--- src/rtl/core/length_prefixed_request_parser_defines.svh ---
// Assertion macros used by the request parser top level.
`ifndef LENGTH_PREFIXED_REQUEST_PARSER_DEFINES_SVH
`define LENGTH_PREFIXED_REQUEST_PARSER_DEFINES_SVH

// Same-cycle implication, checked on every clock once reset is released.
`define LPRP_ASSERT_NOW(lbl, ante, cons, msg) \
    lbl: assert property (@(posedge clk) disable iff (!rst_n) (ante) |-> (cons)) \
        else $error(msg);

// Next-cycle implication, checked on every clock once reset is released.
`define LPRP_ASSERT_NEXT(lbl, ante, cons, msg) \
    lbl: assert property (@(posedge clk) disable iff (!rst_n) (ante) |=> (cons)) \
        else $error(msg);

`endif

--- src/rtl/core/lprp_pkg.sv ---
// Shared types and constants of the length-prefixed request parser.
package lprp_pkg;

    localparam int unsigned BYTE_W     = 8;
    localparam int unsigned INDEX_W    = 20;
    localparam int unsigned COUNT_W    = 21;
    localparam int unsigned WORD_W     = 32;
    localparam int unsigned STATUS_W   = 3;

    localparam logic [COUNT_W-1:0] ARG_LIMIT_RESET = 21'd1024;

    localparam logic [STATUS_W-1:0] ST_RUN       = 3'd0;
    localparam logic [STATUS_W-1:0] ST_ACCEPTED  = 3'd1;
    localparam logic [STATUS_W-1:0] ST_TRUNCATED = 3'd2;
    localparam logic [STATUS_W-1:0] ST_TOO_MANY  = 3'd3;
    localparam logic [STATUS_W-1:0] ST_TRAILING  = 3'd4;

    typedef struct packed {
        logic [BYTE_W-1:0]   payload_byte;
        logic                payload_valid;
        logic [INDEX_W-1:0]  arg_index;
        logic                arg_done;
        logic                frame_done;
        logic [STATUS_W-1:0] status;
    } result_t;

endpackage

--- src/rtl/core/lprp_parser.sv ---
// Frame parsing state and the per-byte result computation.
module lprp_parser (
    input  logic                                clk,
    input  logic                                rst_n,
    input  logic [lprp_pkg::COUNT_W-1:0]        arg_limit,
    input  logic                                in_fire,
    input  logic [lprp_pkg::BYTE_W-1:0]         data_byte,
    input  logic                                frame_last,
    output lprp_pkg::result_t                   result
);

    typedef enum logic [1:0] {
        PH_COUNT,
        PH_LENGTH,
        PH_PAYLOAD,
        PH_DONE
    } phase_t;

    phase_t                          phase_reg,    phase_next;
    logic [1:0]                      pos_reg,      pos_next;
    logic [23:0]                     shift_reg,    shift_next;
    logic [lprp_pkg::COUNT_W-1:0]    expected_reg, expected_next;
    logic [lprp_pkg::COUNT_W-1:0]    done_reg,     done_next;
    logic [lprp_pkg::WORD_W-1:0]     remain_reg,   remain_next;
    logic [lprp_pkg::STATUS_W-1:0]   err_reg,      err_next;

    logic                            word_complete;
    logic [lprp_pkg::WORD_W-1:0]     word;
    logic [23:0]                     shift_acc;
    logic [lprp_pkg::COUNT_W-1:0]    done_inc;
    logic [lprp_pkg::WORD_W-1:0]     remain_dec;

    assign word_complete = (pos_reg == 2'd3);
    assign word          = {data_byte, shift_reg};
    assign done_inc      = done_reg + 21'd1;
    assign remain_dec    = remain_reg - 32'd1;

    // Little-endian assembly of the first three bytes of a word.
    always_comb
    begin
        shift_acc = shift_reg;
        case (pos_reg)
            2'd0:    shift_acc[7:0]   = data_byte;
            2'd1:    shift_acc[15:8]  = data_byte;
            2'd2:    shift_acc[23:16] = data_byte;
            default: shift_acc        = shift_reg;
        endcase
    end

    always_comb
    begin
        phase_next    = phase_reg;
        pos_next      = pos_reg;
        shift_next    = shift_reg;
        expected_next = expected_reg;
        done_next     = done_reg;
        remain_next   = remain_reg;
        err_next      = err_reg;

        result.payload_byte  = '0;
        result.payload_valid = 1'b0;
        result.arg_index     = done_reg[lprp_pkg::INDEX_W-1:0];
        result.arg_done      = 1'b0;
        result.frame_done    = frame_last;
        result.status        = lprp_pkg::ST_RUN;

        if (err_reg == lprp_pkg::ST_RUN)
        begin
            unique case (phase_reg)
                PH_COUNT:
                begin
                    pos_next   = pos_reg + 2'd1;
                    shift_next = word_complete ? 24'd0 : shift_acc;
                    if (word_complete)
                    begin
                        if (word > {11'd0, arg_limit})
                        begin
                            err_next = lprp_pkg::ST_TOO_MANY;
                        end
                        else
                        begin
                            expected_next = word[lprp_pkg::COUNT_W-1:0];
                            phase_next    = (word == '0) ? PH_DONE : PH_LENGTH;
                        end
                    end
                end
                PH_LENGTH:
                begin
                    pos_next   = pos_reg + 2'd1;
                    shift_next = word_complete ? 24'd0 : shift_acc;
                    if (word_complete)
                    begin
                        if (word == '0)
                        begin
                            result.arg_done = 1'b1;
                            done_next       = done_inc;
                            phase_next      = (done_inc == expected_reg) ? PH_DONE : PH_LENGTH;
                        end
                        else
                        begin
                            remain_next = word;
                            phase_next  = PH_PAYLOAD;
                        end
                    end
                end
                PH_PAYLOAD:
                begin
                    result.payload_byte  = data_byte;
                    result.payload_valid = 1'b1;
                    remain_next          = remain_dec;
                    if (remain_dec == '0)
                    begin
                        result.arg_done = 1'b1;
                        done_next       = done_inc;
                        phase_next      = (done_inc == expected_reg) ? PH_DONE : PH_LENGTH;
                    end
                end
                PH_DONE:
                begin
                    err_next = lprp_pkg::ST_TRAILING;
                end
                default:
                begin
                    phase_next = phase_reg;
                end
            endcase
        end

        // The last byte reports the frame and returns the parser to its idle state.
        if (frame_last)
        begin
            if (err_next != lprp_pkg::ST_RUN)
                result.status = err_next;
            else if (phase_next == PH_DONE)
                result.status = lprp_pkg::ST_ACCEPTED;
            else
                result.status = lprp_pkg::ST_TRUNCATED;

            phase_next    = PH_COUNT;
            pos_next      = 2'd0;
            shift_next    = '0;
            expected_next = '0;
            done_next     = '0;
            remain_next   = '0;
            err_next      = lprp_pkg::ST_RUN;
        end
    end

    always_ff @(posedge clk or negedge rst_n)
    begin
        if (!rst_n)
        begin
            phase_reg    <= PH_COUNT;
            pos_reg      <= 2'd0;
            shift_reg    <= '0;
            expected_reg <= '0;
            done_reg     <= '0;
            remain_reg   <= '0;
            err_reg      <= lprp_pkg::ST_RUN;
        end
        else if (in_fire)
        begin
            phase_reg    <= phase_next;
            pos_reg      <= pos_next;
            shift_reg    <= shift_next;
            expected_reg <= expected_next;
            done_reg     <= done_next;
            remain_reg   <= remain_next;
            err_reg      <= err_next;
        end
    end

endmodule

--- src/rtl/core/length_prefixed_request_parser.sv ---
// Top level of the length-prefixed request parser with its output buffering.
//
// The parser takes one request body byte per clock cycle while in_stall is low and
// returns exactly one result per byte, registered into the output register when
// that is free. A body is a 32-bit little-endian argument count followed, for each
// argument, by a 32-bit little-endian length and that many payload bytes;
// frame_last flags the last byte of the body, and the result for that byte
// carries the status (accepted, truncated, too many arguments, trailing bytes).
// The first error holds until the frame ends. The whole per-byte update is one
// pass of logic from the parser state into a result register, so a new byte is
// accepted every cycle as long as results are taken. Results sit in a two-entry
// buffer (output register plus skid register), and in_stall is the skid
// register's valid bit: a byte accepted while the output register is stalled
// parks its result in the skid register, and the input then waits until that
// result has moved up, so even a one-cycle out_stall that catches a byte stalls
// the input. The argument limit is written through cfg_wr_en / cfg_wr_data
// and should only be changed between requests.
`include "length_prefixed_request_parser_defines.svh"

module length_prefixed_request_parser (
    input  logic                                 clk,
    input  logic                                 rst_n,

    input  logic                                 cfg_wr_en,
    input  logic [lprp_pkg::COUNT_W-1:0]         cfg_wr_data,

    input  logic                                 in_valid,
    output logic                                 in_stall,
    input  logic [lprp_pkg::BYTE_W-1:0]          data_byte,
    input  logic                                 frame_last,

    output logic                                 out_valid,
    input  logic                                 out_stall,
    output logic [lprp_pkg::BYTE_W-1:0]          payload_byte,
    output logic                                 payload_valid,
    output logic [lprp_pkg::INDEX_W-1:0]         arg_index,
    output logic                                 arg_done,
    output logic                                 frame_done,
    output logic [lprp_pkg::STATUS_W-1:0]        status
);

    logic [lprp_pkg::COUNT_W-1:0] arg_limit_reg;

    logic                in_fire;
    logic                out_take;
    lprp_pkg::result_t   step_result;

    logic                out_valid_reg,  out_valid_next;
    logic                skid_valid_reg, skid_valid_next;
    lprp_pkg::result_t   out_data_reg,   out_data_next;
    lprp_pkg::result_t   skid_data_reg,  skid_data_next;

    // The skid register is the only thing that can block the input side.
    assign in_stall = skid_valid_reg;
    assign in_fire  = in_valid && !skid_valid_reg;
    assign out_take = out_valid_reg && !out_stall;

    always_ff @(posedge clk or negedge rst_n)
    begin
        if (!rst_n)
            arg_limit_reg <= lprp_pkg::ARG_LIMIT_RESET;
        else if (cfg_wr_en)
            arg_limit_reg <= cfg_wr_data;
    end

    lprp_parser u_parser (
        .clk        (clk),
        .rst_n      (rst_n),
        .arg_limit  (arg_limit_reg),
        .in_fire    (in_fire),
        .data_byte  (data_byte),
        .frame_last (frame_last),
        .result     (step_result)
    );

    // When the output register frees up it refills from the skid register first,
    // so results leave in the order their bytes arrived.
    always_comb
    begin
        out_valid_next  = out_valid_reg;
        skid_valid_next = skid_valid_reg;
        out_data_next   = out_data_reg;
        skid_data_next  = skid_data_reg;

        if (!out_valid_reg || out_take)
        begin
            if (skid_valid_reg)
            begin
                out_valid_next  = 1'b1;
                out_data_next   = skid_data_reg;
                skid_valid_next = 1'b0;
            end
            else if (in_fire)
            begin
                out_valid_next = 1'b1;
                out_data_next  = step_result;
            end
            else
            begin
                out_valid_next = 1'b0;
            end
        end
        else if (in_fire)
        begin
            skid_valid_next = 1'b1;
            skid_data_next  = step_result;
        end
    end

    always_ff @(posedge clk or negedge rst_n)
    begin
        if (!rst_n)
        begin
            out_valid_reg  <= 1'b0;
            skid_valid_reg <= 1'b0;
        end
        else
        begin
            out_valid_reg  <= out_valid_next;
            skid_valid_reg <= skid_valid_next;
        end
    end

    always_ff @(posedge clk)
    begin
        out_data_reg  <= out_data_next;
        skid_data_reg <= skid_data_next;
    end

    assign out_valid     = out_valid_reg;
    assign payload_byte  = out_data_reg.payload_byte;
    assign payload_valid = out_data_reg.payload_valid;
    assign arg_index     = out_data_reg.arg_index;
    assign arg_done      = out_data_reg.arg_done;
    assign frame_done    = out_data_reg.frame_done;
    assign status        = out_data_reg.status;

    `LPRP_ASSERT_NOW(a_skid_behind_out, skid_valid_reg, out_valid_reg,
        "skid holds a result while output register is empty")
    `LPRP_ASSERT_NOW(a_status_only_at_end, out_valid_reg && !out_data_reg.frame_done,
        out_data_reg.status == lprp_pkg::ST_RUN, "status reported before frame end")
    `LPRP_ASSERT_NEXT(a_stalled_fire_to_skid, in_fire && out_valid_reg && out_stall,
        skid_valid_reg, "result accepted under stall was not buffered")
    `LPRP_ASSERT_NOW(a_payload_has_no_error, out_valid_reg && out_data_reg.payload_valid,
        out_data_reg.status != lprp_pkg::ST_TOO_MANY
            && out_data_reg.status != lprp_pkg::ST_TRAILING,
        "payload byte reported with an error status")

endmodule

--- config.mk ---
export PLATFORM = sky130hd
export DESIGN_NAME = length_prefixed_request_parser
export DESIGN_NICKNAME = d
export VERILOG_FILES = /design/src/rtl/core/lprp_pkg.sv /design/src/rtl/core/lprp_parser.sv /design/src/rtl/core/length_prefixed_request_parser.sv
export VERILOG_INCLUDE_DIRS = /design/src /design/src/rtl/core
export SDC_FILE = /design/constraint.sdc
export NUM_CORES = 1
export LEC_CHECK = 0
export CORE_ASPECT_RATIO = 0.8
export CORE_MARGIN = 2
export CORE_UTILIZATION = 65
export DETAILED_ROUTE_END_ITERATION = 10
export DONT_BUFFER_PORTS = 1
export PLACE_DENSITY = 0.93
export SYNTH_ARGS = -nofsm -noshare
export SYNTH_HDL_FRONTEND = slang
export SYNTH_HIERARCHICAL = 1
export SYNTH_SLANG_ARGS = --single-unit
--- constraint.sdc ---
create_clock -name clk -period 5.4 [get_ports clk]
set_input_delay 0.54 -clock clk [delete_from_list [all_inputs] [get_ports clk]]
set_output_delay 0.54 -clock clk [all_outputs]
set_load 0.02 [all_outputs]
======== Word level (Yosys, flattened, before mapping) ========
Index checks and enable logic that the tools add are counted.
cells by class
  add/subtract/negate cells ............... 3
  magnitude comparators ................... 1
  equal/unequal tests ..................... 13
  multiplexer cells ....................... 57
  bitwise operators ....................... 1
  reductions and logical operators ........ 32
operators by type and width
  cell                     count
  $mux W21                 10
  $mux W32                 4
  $mux W24                 4
  $mux W34                 2
  $logic_not A32 Y1        2
  $pmux W32 S2             1
  $pmux W21 S2             1
  $gt A32 B21 Y1           1
  $sub A32 B1 Y32 const B  1
  $mux W2                  13
  $mux W8                  3
  $add A21 B1 Y21 const B  1
  $eq A21 B21 Y1           1
  $mux W3                  6
  $mux W9                  2
  $reduce_bool A3 Y1       5
  $reduce_and A4 Y1        3
  $reduce_bool A2 Y1       6
  $eq A2 B2 Y1 const B     5
  $reduce_and A5 Y1        2
  $ne A3 B2 Y1 const B     3
  $mux W1                  8
  $pmux W2 S3              1
  $pmux W3 S2              1
  15 further kinds         21
storage, ports and cells
  bits in registers ....................... 196
  input bits .............................. 35
  output and inout port bits .............. 36
  logic and storage cells ................. 131

======== Depth between registers and ports, before layout ========
Gate-level depths: netlist of the first run.
  depth after elaboration ................. 13
  depth in mapped cells ................... 14

======== By module ========
The synthesis of the first run kept the hierarchy.
by module, submodules not included
  module                          instances  cells an instance  area an instance (µm²)  sequential area each (µm²)
  lprp_parser                     1          919                7536.0                  2627.5
  length_prefixed_request_parser  1          157                3348.2                  2618.8

======== Worst setup path after synthesis of the first run ========
OpenSTA, ideal clock, no wires.
  path type ............................... register to register
  from .................................... register u_parser/remain_reg[0] (netlist bit)
  to ...................................... register out_data_reg, in the netlist status[0] (data pin)
  setup time .............................. 0.260 ns
  arrival time ............................ 3.348 ns
  path slack .............................. 1.792 ns
  stages on the path, launching flop included .. 13
  buffers on the path ..................... 1
  cell sequence ........................... dfrtp_1 inv_1 ha_1 or4b_1 buf_2 or4_4 o31ai_4 and4b_4 nand3_4 o2bb2ai_1 a211o_1 a41o_1 mux2_2
RTL lines
  element                   RTL line                               text
  start: declaration        lprp_parser.sv:24                      logic [lprp_pkg::WORD_W-1:0] remain_reg, remain_next;
  start signal: assignment  lprp_parser.sv:168                     remain_reg <= remain_next;
  end signal: assignment    length_prefixed_request_parser.sv:126  out_data_reg <= out_data_next;
  end: declaration          length_prefixed_request_parser.sv:50   lprp_pkg::result_t out_data_reg, out_data_next;

======== Worst setup path in the final report of the first run ========
  from .................................... register u_parser/remain_reg[0] (netlist bit)
  to ...................................... register u_parser/done_reg[19] (netlist bit)
on the way
  longest elaborated chain between the ends .. 4
ends and longest elaborated chain
  element                             RTL line            text
  $sub A32 B1 Y32                     lprp_parser.sv:36   assign remain_dec = remain_reg - 32'd1;
  $logic_not A32 Y1                   lprp_parser.sv:111  if (remain_dec == '0)
  $ne A3 B2 Y1 (no source line)       --
  $reduce_and A6 Y1 (no source line)  --
  end signal: assignment              lprp_parser.sv:167  done_reg <= done_next;
  end: declaration                    lprp_parser.sv:23   logic [lprp_pkg::COUNT_W-1:0] done_reg, done_next;
No other way between the ends.
A chain may end at the register's enable or synchronous reset.

==> results of run 1 <==
[report_power, final]
part	internal, mW	total (mW)	switching, mW	leakage (nW)
combinational	0.718	1.82	1.10	2.01
sequential	1.88	2.45	0.570	2.30
clock	0.667	1.28	0.615	0.300
total	3.27	5.55	2.28	4.61
[cell usage in the layout, fill, tap and decap left out, types with 6 or more instances in the layout]
cell and instances:
nor2b_1 9, xnor2_1 18, clkbuf_16 18, nor3_1 25, xor2_1 15, nand2_1 131
ha_1 33, dfrtp_1 126, nand4_1 16, edfxtp_1 68, inv_1 42, and4_1 12
o21ai_0 86, or3_1 15, o31ai_1 21, and3_1 14, a211oi_1 6, nor2_1 48
a22oi_1 7, buf_4 6, a22o_1 12, nand3_1 24, a31oi_1 9, mux2_2 52
or4_1 11, nor4_1 16, a21oi_1 52, o211ai_1 9
[synthesized netlist by cell type (all sizes together) (14+ instances only)]
master / n / share of area
a21oi: 53 / 0.025
and3: 14 / 0.0080
buf: 37 / 0.024
clkbuf: 47 / 0.016
dfrtp: 127 / 0.29
edfxtp: 68 / 0.19
ha: 33 / 0.038
inv: 42 / 0.014
mux2: 57 / 0.061
nand2: 131 / 0.045
nand3: 25 / 0.013
nand4: 17 / 0.010
nor2: 48 / 0.017
nor3: 28 / 0.014
nor4: 17 / 0.011
o21ai: 90 / 0.041
o31ai: 22 / 0.016
or3: 15 / 0.0086
xnor2: 18 / 0.014
xor2: 15 / 0.012
[cells by family (layout without fill, tap and decap cells)]
| group | Yosys count | after routing | synth area share |
|---|---|---|---|
| xor gates and xnor gates | 33 | 33 | 0.0266 |
| muxes | 60 | 60 | 0.0635 |
| and+or+nand+nor | 356 | 356 | 0.171 |
| DFF | 196 | 196 | 0.482 |
| AOI/OAI and AO/OA | 270 | 270 | 0.163 |
| adders and majority gates | 34 | 34 | 0.0389 |
| buffers and inverters | 127 | 82 | 0.0553 |
[worst max-delay path, stage by stage, from the launching register on]
cell and delay [ns]:
dfrtp_1 0.45, inv_1 0.13, ha_1 0.32, or4b_1 0.65
or4_4 0.63, o31ai_4 0.21, and4b_4 0.30, nand3_4 0.11
a21oi_2 0.48, nand2_1 0.45, o41ai_1 0.47
[path summary, 6_finish.rpt]
| path | end | cells after the start | startpoint |
|---|---|---|---|
| setup / recovery | u_parser/done_reg[19]$_DFFE_PN0P_ | 10 | u_parser/remain_reg[0]$_DFFE_PN0P_ |
| hold reg to reg | u_parser/expected_reg[3]$_DFFE_PN0P_ | 2 | u_parser/expected_reg[3]$_DFFE_PN0P_ |
| hold / removal | u_parser/remain_reg[7]$_DFFE_PN0P_ | 1 | rst_n |
| max in group asynchronous | in_stall$_DFFE_PN0P_ | 1 | rst_n |
| min in group clk | out_valid$_DFFE_PN0P_ | 1 | in_valid |
| setup reg to reg | u_parser/done_reg[19]$_DFFE_PN0P_ | 10 | u_parser/remain_reg[0]$_DFFE_PN0P_ |
[area by class of cell]
type,instances,area [um2]
Multi-Input combinational cell,753,5060
Inverter,43,161
Sequential cell,196,5250
Clock buffer,20,478
Timing Repair Buffer,7,72.6
Tap cell,220,275
Fill cell,1141,5020
Clock inverter,12,135
[metrics by stage]
| step | instances | cell area (um2) |
|---|---|---|
| after floorplan | 1076 | 10900 |
| after global placement | 1218 | 10800 |
| after detailed placement | 1218 | 10800 |
| after CTS | 1251 | 11400 |
| after global routing | 1251 | 11400 |
| final | 1251 | 11400 |
[layer usage]
layer  GRT usage  vias to the layer above  wire, um
met3      0.0787                       93      3140
met2       0.479                      588     12600
met5           0                        -         0
li1            -                     3862         -
met4       0.145                        0      1090
met1       0.443                     4178     11000
[timing repair]
item,CTS,global route
hold endpoints to repair,128,0
hold buffers,1,0
gates resized for setup,0,0
==> metrics, run 1 <==
status completed; distinct cell type count after synthesis 83; ant diodes 0; Area growth syn-to-layout 4.99%; Post-Synthesis Cells 1076; vias in the first global route 8178; Starting Density 0.662; Slew headroom 0.254; Boundary Pins 71; Crit Path Class reg -> reg; sequential area share after synthesis 0.482; DR pass1 iterations 5; average footprint of a synthesized cell 10.1 um2; Vias/cell 6.97; fraction of layout cells with a size suffix above 1 0.115; clock root buffer clkbuf_16; power per cell area 486 nW/um2; CORE AREA 16400 um2; final hold slack 0.0229 ns; crit start category register; CTS Buf Count 17; setup bufs post-CTS 0; setup TNS 0 ns; initial drt markers 963; total gr overflow 0; # rows 42; fmax 0.231 GHz; DRC errors left 0; CTS tree yes; Final Power 5.55 mW; Reg clk slew, reported paths 0.08 ns; Setup Skew 0.0120 ns; final setup margin 1.08 ns; Final period util 0.800; actual slew at the worst max-slew pin 1.11 ns; async set-reset flop share out of synthesis 0.653; GPL Wtd Cong 0.998; Critical Path Fanout Max 12; Max Slew Vio Count 0; max reg flops 34; Critical Path RT 5.72 ns; Port Buffers 0; first-pass GRT wire length 43.8 mm; crit path DAT 4.65 ns; post-DP HPWL 18.2 mm; worst min path class in -> async; Fin. Hold Viols 0; full die area 17800 um2; Max IR drop VDD 0.328 mV; drt total wl 27.9 mm; final setup vio count 0; Post-synth top flop dfrtp_1; min Tclk post-route 4.32 ns; Critical Path Sink Type register; wire per inst 22.3 um; Post-DRT Antenna Nets 0; Die Wd 149 um; yosys warns 6; H-tree depth 4; via count 8721; Post-synth EDFFs 68; Synth Net Count 1144; Sink Count 196; reg2reg setup slack 1.08 ns; die span in y 120 um; leakage power 4.61 nW; worst skew pair latency 0.44 ns; CTS Buffer Depth 2; Post-Syn Area 10900 um2; Tot GR Track Use 0.319; RSZ-0062 raised after global routing false; synthesized flop and latch total 196; Final Util 0.695; initial antenna violation count 1; final net count 1086; number of max-cap violations 0; largest net degree at the start of global routing 129; pre-CTS WS 1.25 ns
Power figures use the tool's default switching activity.
==> inputs of run 2 (changes only) <==
--- a/config.mk
+++ b/config.mk
@@ -6,6 +6,7 @@
 export SDC_FILE = /design/constraint.sdc
 export NUM_CORES = 1
 export LEC_CHECK = 0
+export ABC_AREA = 1
 export CORE_ASPECT_RATIO = 0.8
 export CORE_MARGIN = 2
 export CORE_UTILIZATION = 65
==> constraint.sdc (replaced) <==
create_clock -name clk -period 4.5 [get_ports clk]
set_input_delay 0.45 -clock clk [delete_from_list [all_inputs] [get_ports clk]]
set_output_delay 0.45 -clock clk [all_outputs]
set_load 0.02 [all_outputs]
==> run 2 against run 1 <==
Sequential share of layout area is 1.7 points lower. Critical endpoint is now status[0]$_DFFE_PP_. Global-route usage is 1.1 points higher. Utilization is 0.29 points lower. Hold slack better by 0.067 ns. Synthesized area is 3.6% higher.
==> metrics, run 2 <==
status completed; sequential area share after synthesis 0.465; hold path depth 2; area post-placement 11200 um2; GR Util met1 0.502; FF-to-FF End status[0]$_DFFE_PP_; crit path DAT 3.42 ns; DRC errors left 0; post_cts resized 0; full die area 18400 um2; reg2reg setup slack 1.40 ns; Synth Net Count 1519; fillers 1364; Slew headroom 0.302; async set-reset flop share out of synthesis 0.653; # rows 43; Tot GR Track Use 0.330; largest net degree at the start of global routing 129; actual slew at the worst max-slew pin 1.04 ns; Post-DRT Antenna Nets 0; final instance area 11900 um2; die span in y 122 um; final net count 1487; Post-Place Cells 1623; power per cell area 677 nW/um2; Post-synth EDFFs 68; Max IR drop VDD 0.364 mV; hold path start cfg_wr_en; initial antenna violation count 0; Adder-Cell Fraction of Synth Area 0.0366; H-tree depth 4; Synth Area in Compound Gates 0.0885; Synth top area share 0.282; met2 Use GR 0.470; CTS Buf Count 17; Post-synth top flop dfrtp_1; distinct cell type count after synthesis 51; Final Util 0.692; Critical Path Sink Type register; wire per inst 17.4 um; Sink Count 196; final setup vio count 0; max reg flops 34; gr busiest metal met1; Post-Synthesis Cells 1451; area leader, netlist dfrtp_1; fmax 0.322 GHz; setup bufs post-CTS 0; final hold slack 0.0903 ns; min Tclk post-route 3.10 ns; Final period util 0.690; initial drt markers 1305; sink of the worst hold path arg_limit_reg[10]$_DFFE_PN1P_; Starting Density 0.657; main combinational cell family by area after synthesis simple AND/OR/NAND/NOR gates; worst min path class in -> reg; commonest non-fill, non-tap cell in the layout nand2_1; met3 Usage GRT 0.0712; Power Internal 4.22 mW; Boundary Pins 71; post-route insts no fill 1657; RSZ-0062 raised after global routing false; Gate power share 0.465; most frequent cells in the layout 434 x nand2_1, 172 x inv_1, 168 x nor2_1; Synth area leaders dfrtp_1 28%, edfxtp_1 18%, nand2_1 14%; Critical Path RT 4.81 ns; number of max-cap violations 0; average footprint of a synthesized cell 7.77 um2; clock root buffer clkbuf_16; Reg2Reg Depth 18; NetSw 3.82 mW; Setup Skew 0.00907 ns; R2R Path Start u_parser/remain_reg[0]$_DFFE_PN0P_; Fin. Hold Viols 0; Switching Share 0.475; Area growth syn-to-layout 5.30%; CORE AREA 17200 um2; ant diodes 0; Max Slew Vio Count 0; via count 9842; GPL Wtd Cong 1.02; Critical Path Fanout Max 5; first-pass GRT wire length 46.6 mm; Port Buffers 0; yosys warns 6; setup TNS 0 ns; leakage power 5.58 nW; vias in the first global route 8962; Crit Path Class reg -> reg; most common cell in the netlist nand2_1; CTS Buffer Depth 2; Reg clk slew, reported paths 0.08 ns; total gr overflow 0; crit start category register; drt total wl 28.8 mm; mux cell area share after synthesis 0.000999; synthesized flop and latch total 196; Post-Syn Area 11300 um2; post-DP HPWL 21.0 mm; commonest cells in the netlist 434 x nand2_1, 172 x inv_1, 170 x nor2_1; Vias/cell 5.94; worst skew pair latency 0.44 ns; fraction of layout cells with a size suffix above 1 0.0747; XOR/XNOR share of the synthesized area 0.0112; simple-gate share of the synthesized area 0.302; clock share of power 0.193; Die Wd 151 um; Reg power frac 0.343; DR pass1 iterations 7; CTS tree yes
## run 2: cell types whose count changed after synthesis, sizes merged, moves of 18 or more
cell / before / now
o22ai: 2 / 22
nor3: 28 / 9
clkbuf: 47 / 16
nand4: 17 / 35
nand3: 25 / 103
mux2: 57 / 1
nor2: 48 / 189
nand2: 131 / 451
inv: 42 / 176
## run 2: power groups by stage
stage	sequential [mW]	clock (mW)	combinational (mW)
after floorplan	2.60	0	2.80
after global routing	2.79	1.66	4.15
after global placement	2.74	0	3.47
final	2.75	1.55	3.74
after CTS	2.73	1.57	3.62
after detailed placement	2.76	0	3.55
## run 2: kinds of logic after synthesis
logic type	Yosys count
flip-flops	196
multiplexers	1
XOR/XNOR	12
adder cells (fa/ha/maj)	33
buffers and inverters	239
AO/OA/AOI/OAI	176
AND/OR/NAND/NOR	794
## run 2: final cells by class
class	instances	area, um2	share of cell area
Sequential cell	196	5250	0.442
Inverter	178	681	0.0573
Clock inverter	15	178	0.0150
Clock buffer	17	425	0.0358
Tap cell	225	282	0.0237
Multi-Input combinational cell	1016	4960	0.418
Timing Repair Buffer	10	97.6	0.00822
## run 2: stage by stage
step           worst slack [ns]  power [mW]
2_1_floorplan              1.88        5.40
3_3_place_gp               1.55        6.22
3_5_place_dp               1.54        6.31
4_1_cts                    1.52        7.93
5_1_grt                    1.19        8.59
6_report                   1.40        8.04
## run 2: worst max-delay path by stage
stage	from	end	slack, ns	cells after the start
CTS	in_stall$_DFFE_PN0P_	u_parser/remain_reg[20]$_DFFE_PN0P_	1.52	12
detailed placement	in_stall$_DFFE_PN0P_	u_parser/remain_reg[20]$_DFFE_PN0P_	1.54	12
finish	u_parser/remain_reg[0]$_DFFE_PN0P_	status[0]$_DFFE_PP_	1.40	18
floorplan	in_stall$_DFFE_PN0P_	skid_data_reg[0]$_DFFE_PP_	1.88	4
global route	u_parser/done_reg[1]$_DFFE_PN0P_	status[0]$_DFFE_PP_	1.19	19
global placement	in_stall$_DFFE_PN0P_	u_parser/remain_reg[20]$_DFFE_PN0P_	1.55	12
## run 2: repair_timing
| item | CTS | global route |
|---|---|---|
| endpoints found under the setup margin | 0 | 0 |
| hold endpoints to repair | 128 | 8 |
| hold buffers | 1 | 1 |
## run 2: per-layer routing
layer	routed length, um	share of wire
met4	744	0.026
met2	12400	0.43
met1	12500	0.43
met5	0	0
met3	3170	0.11
## run 2: worst max-delay path, cell delays in order, from the launching register on
cell and delay (ns):
dfrtp_1 0.40, inv_1 0.17, ha_1 0.30, nand2_4 0.11, nor3_1 0.48, nand2_1 0.12, nand2_1 0.07, nand2_1 0.08
nor2_1 0.09, nand2_1 0.06, nor2_2 0.13, nand4_1 0.10, nand2_1 0.10, nor2_1 0.04, nor2_1 0.17, nand3_1 0.11
a21oi_1 0.26, nand2_1 0.11, nand2_1 0.08
==> inputs of run 3 (changes only) <==
--- a/config.mk
+++ b/config.mk
@@ -9,10 +9,10 @@
 export ABC_AREA = 1
 export CORE_ASPECT_RATIO = 0.8
 export CORE_MARGIN = 2
-export CORE_UTILIZATION = 65
+export CORE_UTILIZATION = 58
 export DETAILED_ROUTE_END_ITERATION = 10
 export DONT_BUFFER_PORTS = 1
-export PLACE_DENSITY = 0.93
+export PLACE_DENSITY = 0.88
 export SYNTH_ARGS = -nofsm -noshare
 export SYNTH_HDL_FRONTEND = slang
 export SYNTH_HIERARCHICAL = 1
==> constraint.sdc (replaced) <==
create_clock -name clk -period 2.7 [get_ports clk]
set_input_delay 0.27 -clock clk [delete_from_list [all_inputs] [get_ports clk]]
set_output_delay 0.27 -clock clk [all_outputs]
set_load 0.02 [all_outputs]
==> run 3 against run 2 <==
The run now ends with hold timing, setup timing left. Sequential power increased by 64%. Maximum frequency up 13%. Die area rose by 12%. Utilization down 1.6 points. Cell count increased by 7.4%. Critical path type unchanged. Largest power group unchanged.
==> metrics, run 3 (same netlist as run 2, synthesis figures left out) <==
failing checks hold timing, setup timing; via count 10300; wire per inst 17.1 um; Die Wd 160 um; Critical Path Fanout Max 7; max reg flops 34; worst skew pair latency 0.46 ns; GR Util met1 0.407; register area 5260 um2; status complete, but fails checks; Reg2Reg Depth 20; Max Slew Vio Count 0; CTS tree yes; reg2reg setup slack -0.04 ns; Post-DRT Antenna Nets 0; power per cell area 1120 nW/um2; actual slew at the worst max-slew pin 0.643 ns; GPL Wtd Cong 1.03; largest net degree at the start of global routing 129; CORE AREA 19000 um2; met3 Usage GRT 0.0912; RSZ-0062 raised after global routing true; min Tclk post-route 2.74 ns; Sink Count 196; most frequent cells in the layout 415 x nand2_1, 168 x inv_1, 150 x nor2_1; pre-CTS WS -0.0189 ns; fmax 0.365 GHz; full die area 20600 um2; initial antenna violation count 0; Setup Skew 0.0157 ns; ant diodes 0; Crit Path Class reg -> reg; vias in the first global route 9448; Slew headroom 0.570; H-tree depth 4; commonest non-fill, non-tap cell in the layout nand2_1; fillers 1465; total gr overflow 0; final setup margin -0.0409 ns; Final period util 1.02; Area growth syn-to-layout 14.1%; # rows 45; Max IR drop VDD 0.621 mV; slowest stage delay, CP 0.42 ns; Critical Path RT 3.03 ns; final hold slack -0.502 ns; CP most frequent cell nand2_2; crit start category register; post-route insts no fill 1779; critical-path cell list buf_6 > nand2_4 > nor2_4 > nand2_4 > nor2_4 > nand4_1 > buf_4 > nand3_4 > nand2_2 > nand2_2 > nor2_2 > nand2_2 > nand2_2 > a21oi_2 > nand3_2 > nand4_1 > nand2_1 > nor2_2 > nand2_2 > nand2_1; final setup vio count 2; Critical Path Sink Type register; Multi-input gate area 5150 um2; Port Buffers 0; Final Power 14.4 mW; worst min path class in -> async; Boundary Pins 71; initial drt markers 1510; post-DP HPWL 21.2 mm; Tot GR Track Use 0.297; DR pass1 iterations 6; Starting Density 0.593; clock root buffer clkbuf_16; final net count 1576; Vias/cell 5.77; leakage power 6.03 nW; Post-Place Cells 1702; gr busiest metal met2; CTS Buffer Depth 2; drt total wl 30.4 mm; hold_buf cts 24; Reg clk slew, reported paths 0.08 ns; number of max-cap violations 0; met2 Use GR 0.456; CTS Buf Count 17; die span in y 129 um; critical path's slowest cell dfrtp_1; crit path DAT 3.07 ns; Fin. Hold Viols 128; first-pass GRT wire length 48.0 mm; DRC errors left 0; Final Util 0.676; fraction of layout cells with a size suffix above 1 0.151
==> run 3: critical path: cells and delay by family (launching register included) <==
kind	cells	cell delay [ns]
DFF	1	0.42
AOI/OAI and AO/OA	1	0.14
buffers and inverters	2	0.34
and+or+nand+nor	17	1.70
==> run 3: layer usage <==
layer | routed length, um | share of wire
met5 | 0 | 0
met4 | 708 | 0.023
met3 | 3360 | 0.11
met2 | 13500 | 0.44
met1 | 12800 | 0.42
==> run 3: final timing paths <==
kind / startpoint / endpoint
max: u_parser/done_reg[1]$_DFFE_PN0P_ / status[1]$_DFFE_PP_
min: rst_n / u_parser/remain_reg[27]$_DFFE_PN0P_
max reg2reg: u_parser/done_reg[1]$_DFFE_PN0P_ / status[1]$_DFFE_PP_
min reg2reg: arg_limit_reg[16]$_DFFE_PN0P_ / arg_limit_reg[16]$_DFFE_PN0P_
max in group asynchronous: rst_n / arg_limit_reg[10]$_DFFE_PN1P_
min in group clk: out_stall / in_stall$_DFFE_PN0P_
==> run 3: power by group <==
| part | total, mW | internal, mW | switching (mW) |
|---|---|---|---|
| clock network | 2.60 | 1.25 | 1.34 |
| logic | 7.26 | 2.60 | 4.65 |
| registers | 4.51 | 3.80 | 0.707 |
==> run 3: what timing repair did <==
action,CTS,global route
cloned,0,0
buffers inserted,3,18
endpoints found under the hold margin,161,128
endpoints found under the setup margin,3,5
gates resized for setup,14,58
pin swaps,4,34
==> run 3: final cells by class <==
class,count,area share
inverters,178,0.0533
clock buffers,17,0.0331
well taps,258,0.0251
clock inverters,15,0.0135
multi-input cells,1016,0.400
repair buffers,99,0.0659
flip-flops and latches,196,0.409
==> run 3: per-stage QoR <==
stage,setup TNS (ns),hold WS (ns),instance area [um2]
after CTS,0,-0.511,12500
after global routing,-0.519,-0.518,12900
after global placement,-0.0154,-0.0227,11600
after detailed placement,-0.0189,-0.0223,11600
after floorplan,0,-0.0256,11300
final,-0.0590,-0.502,12900
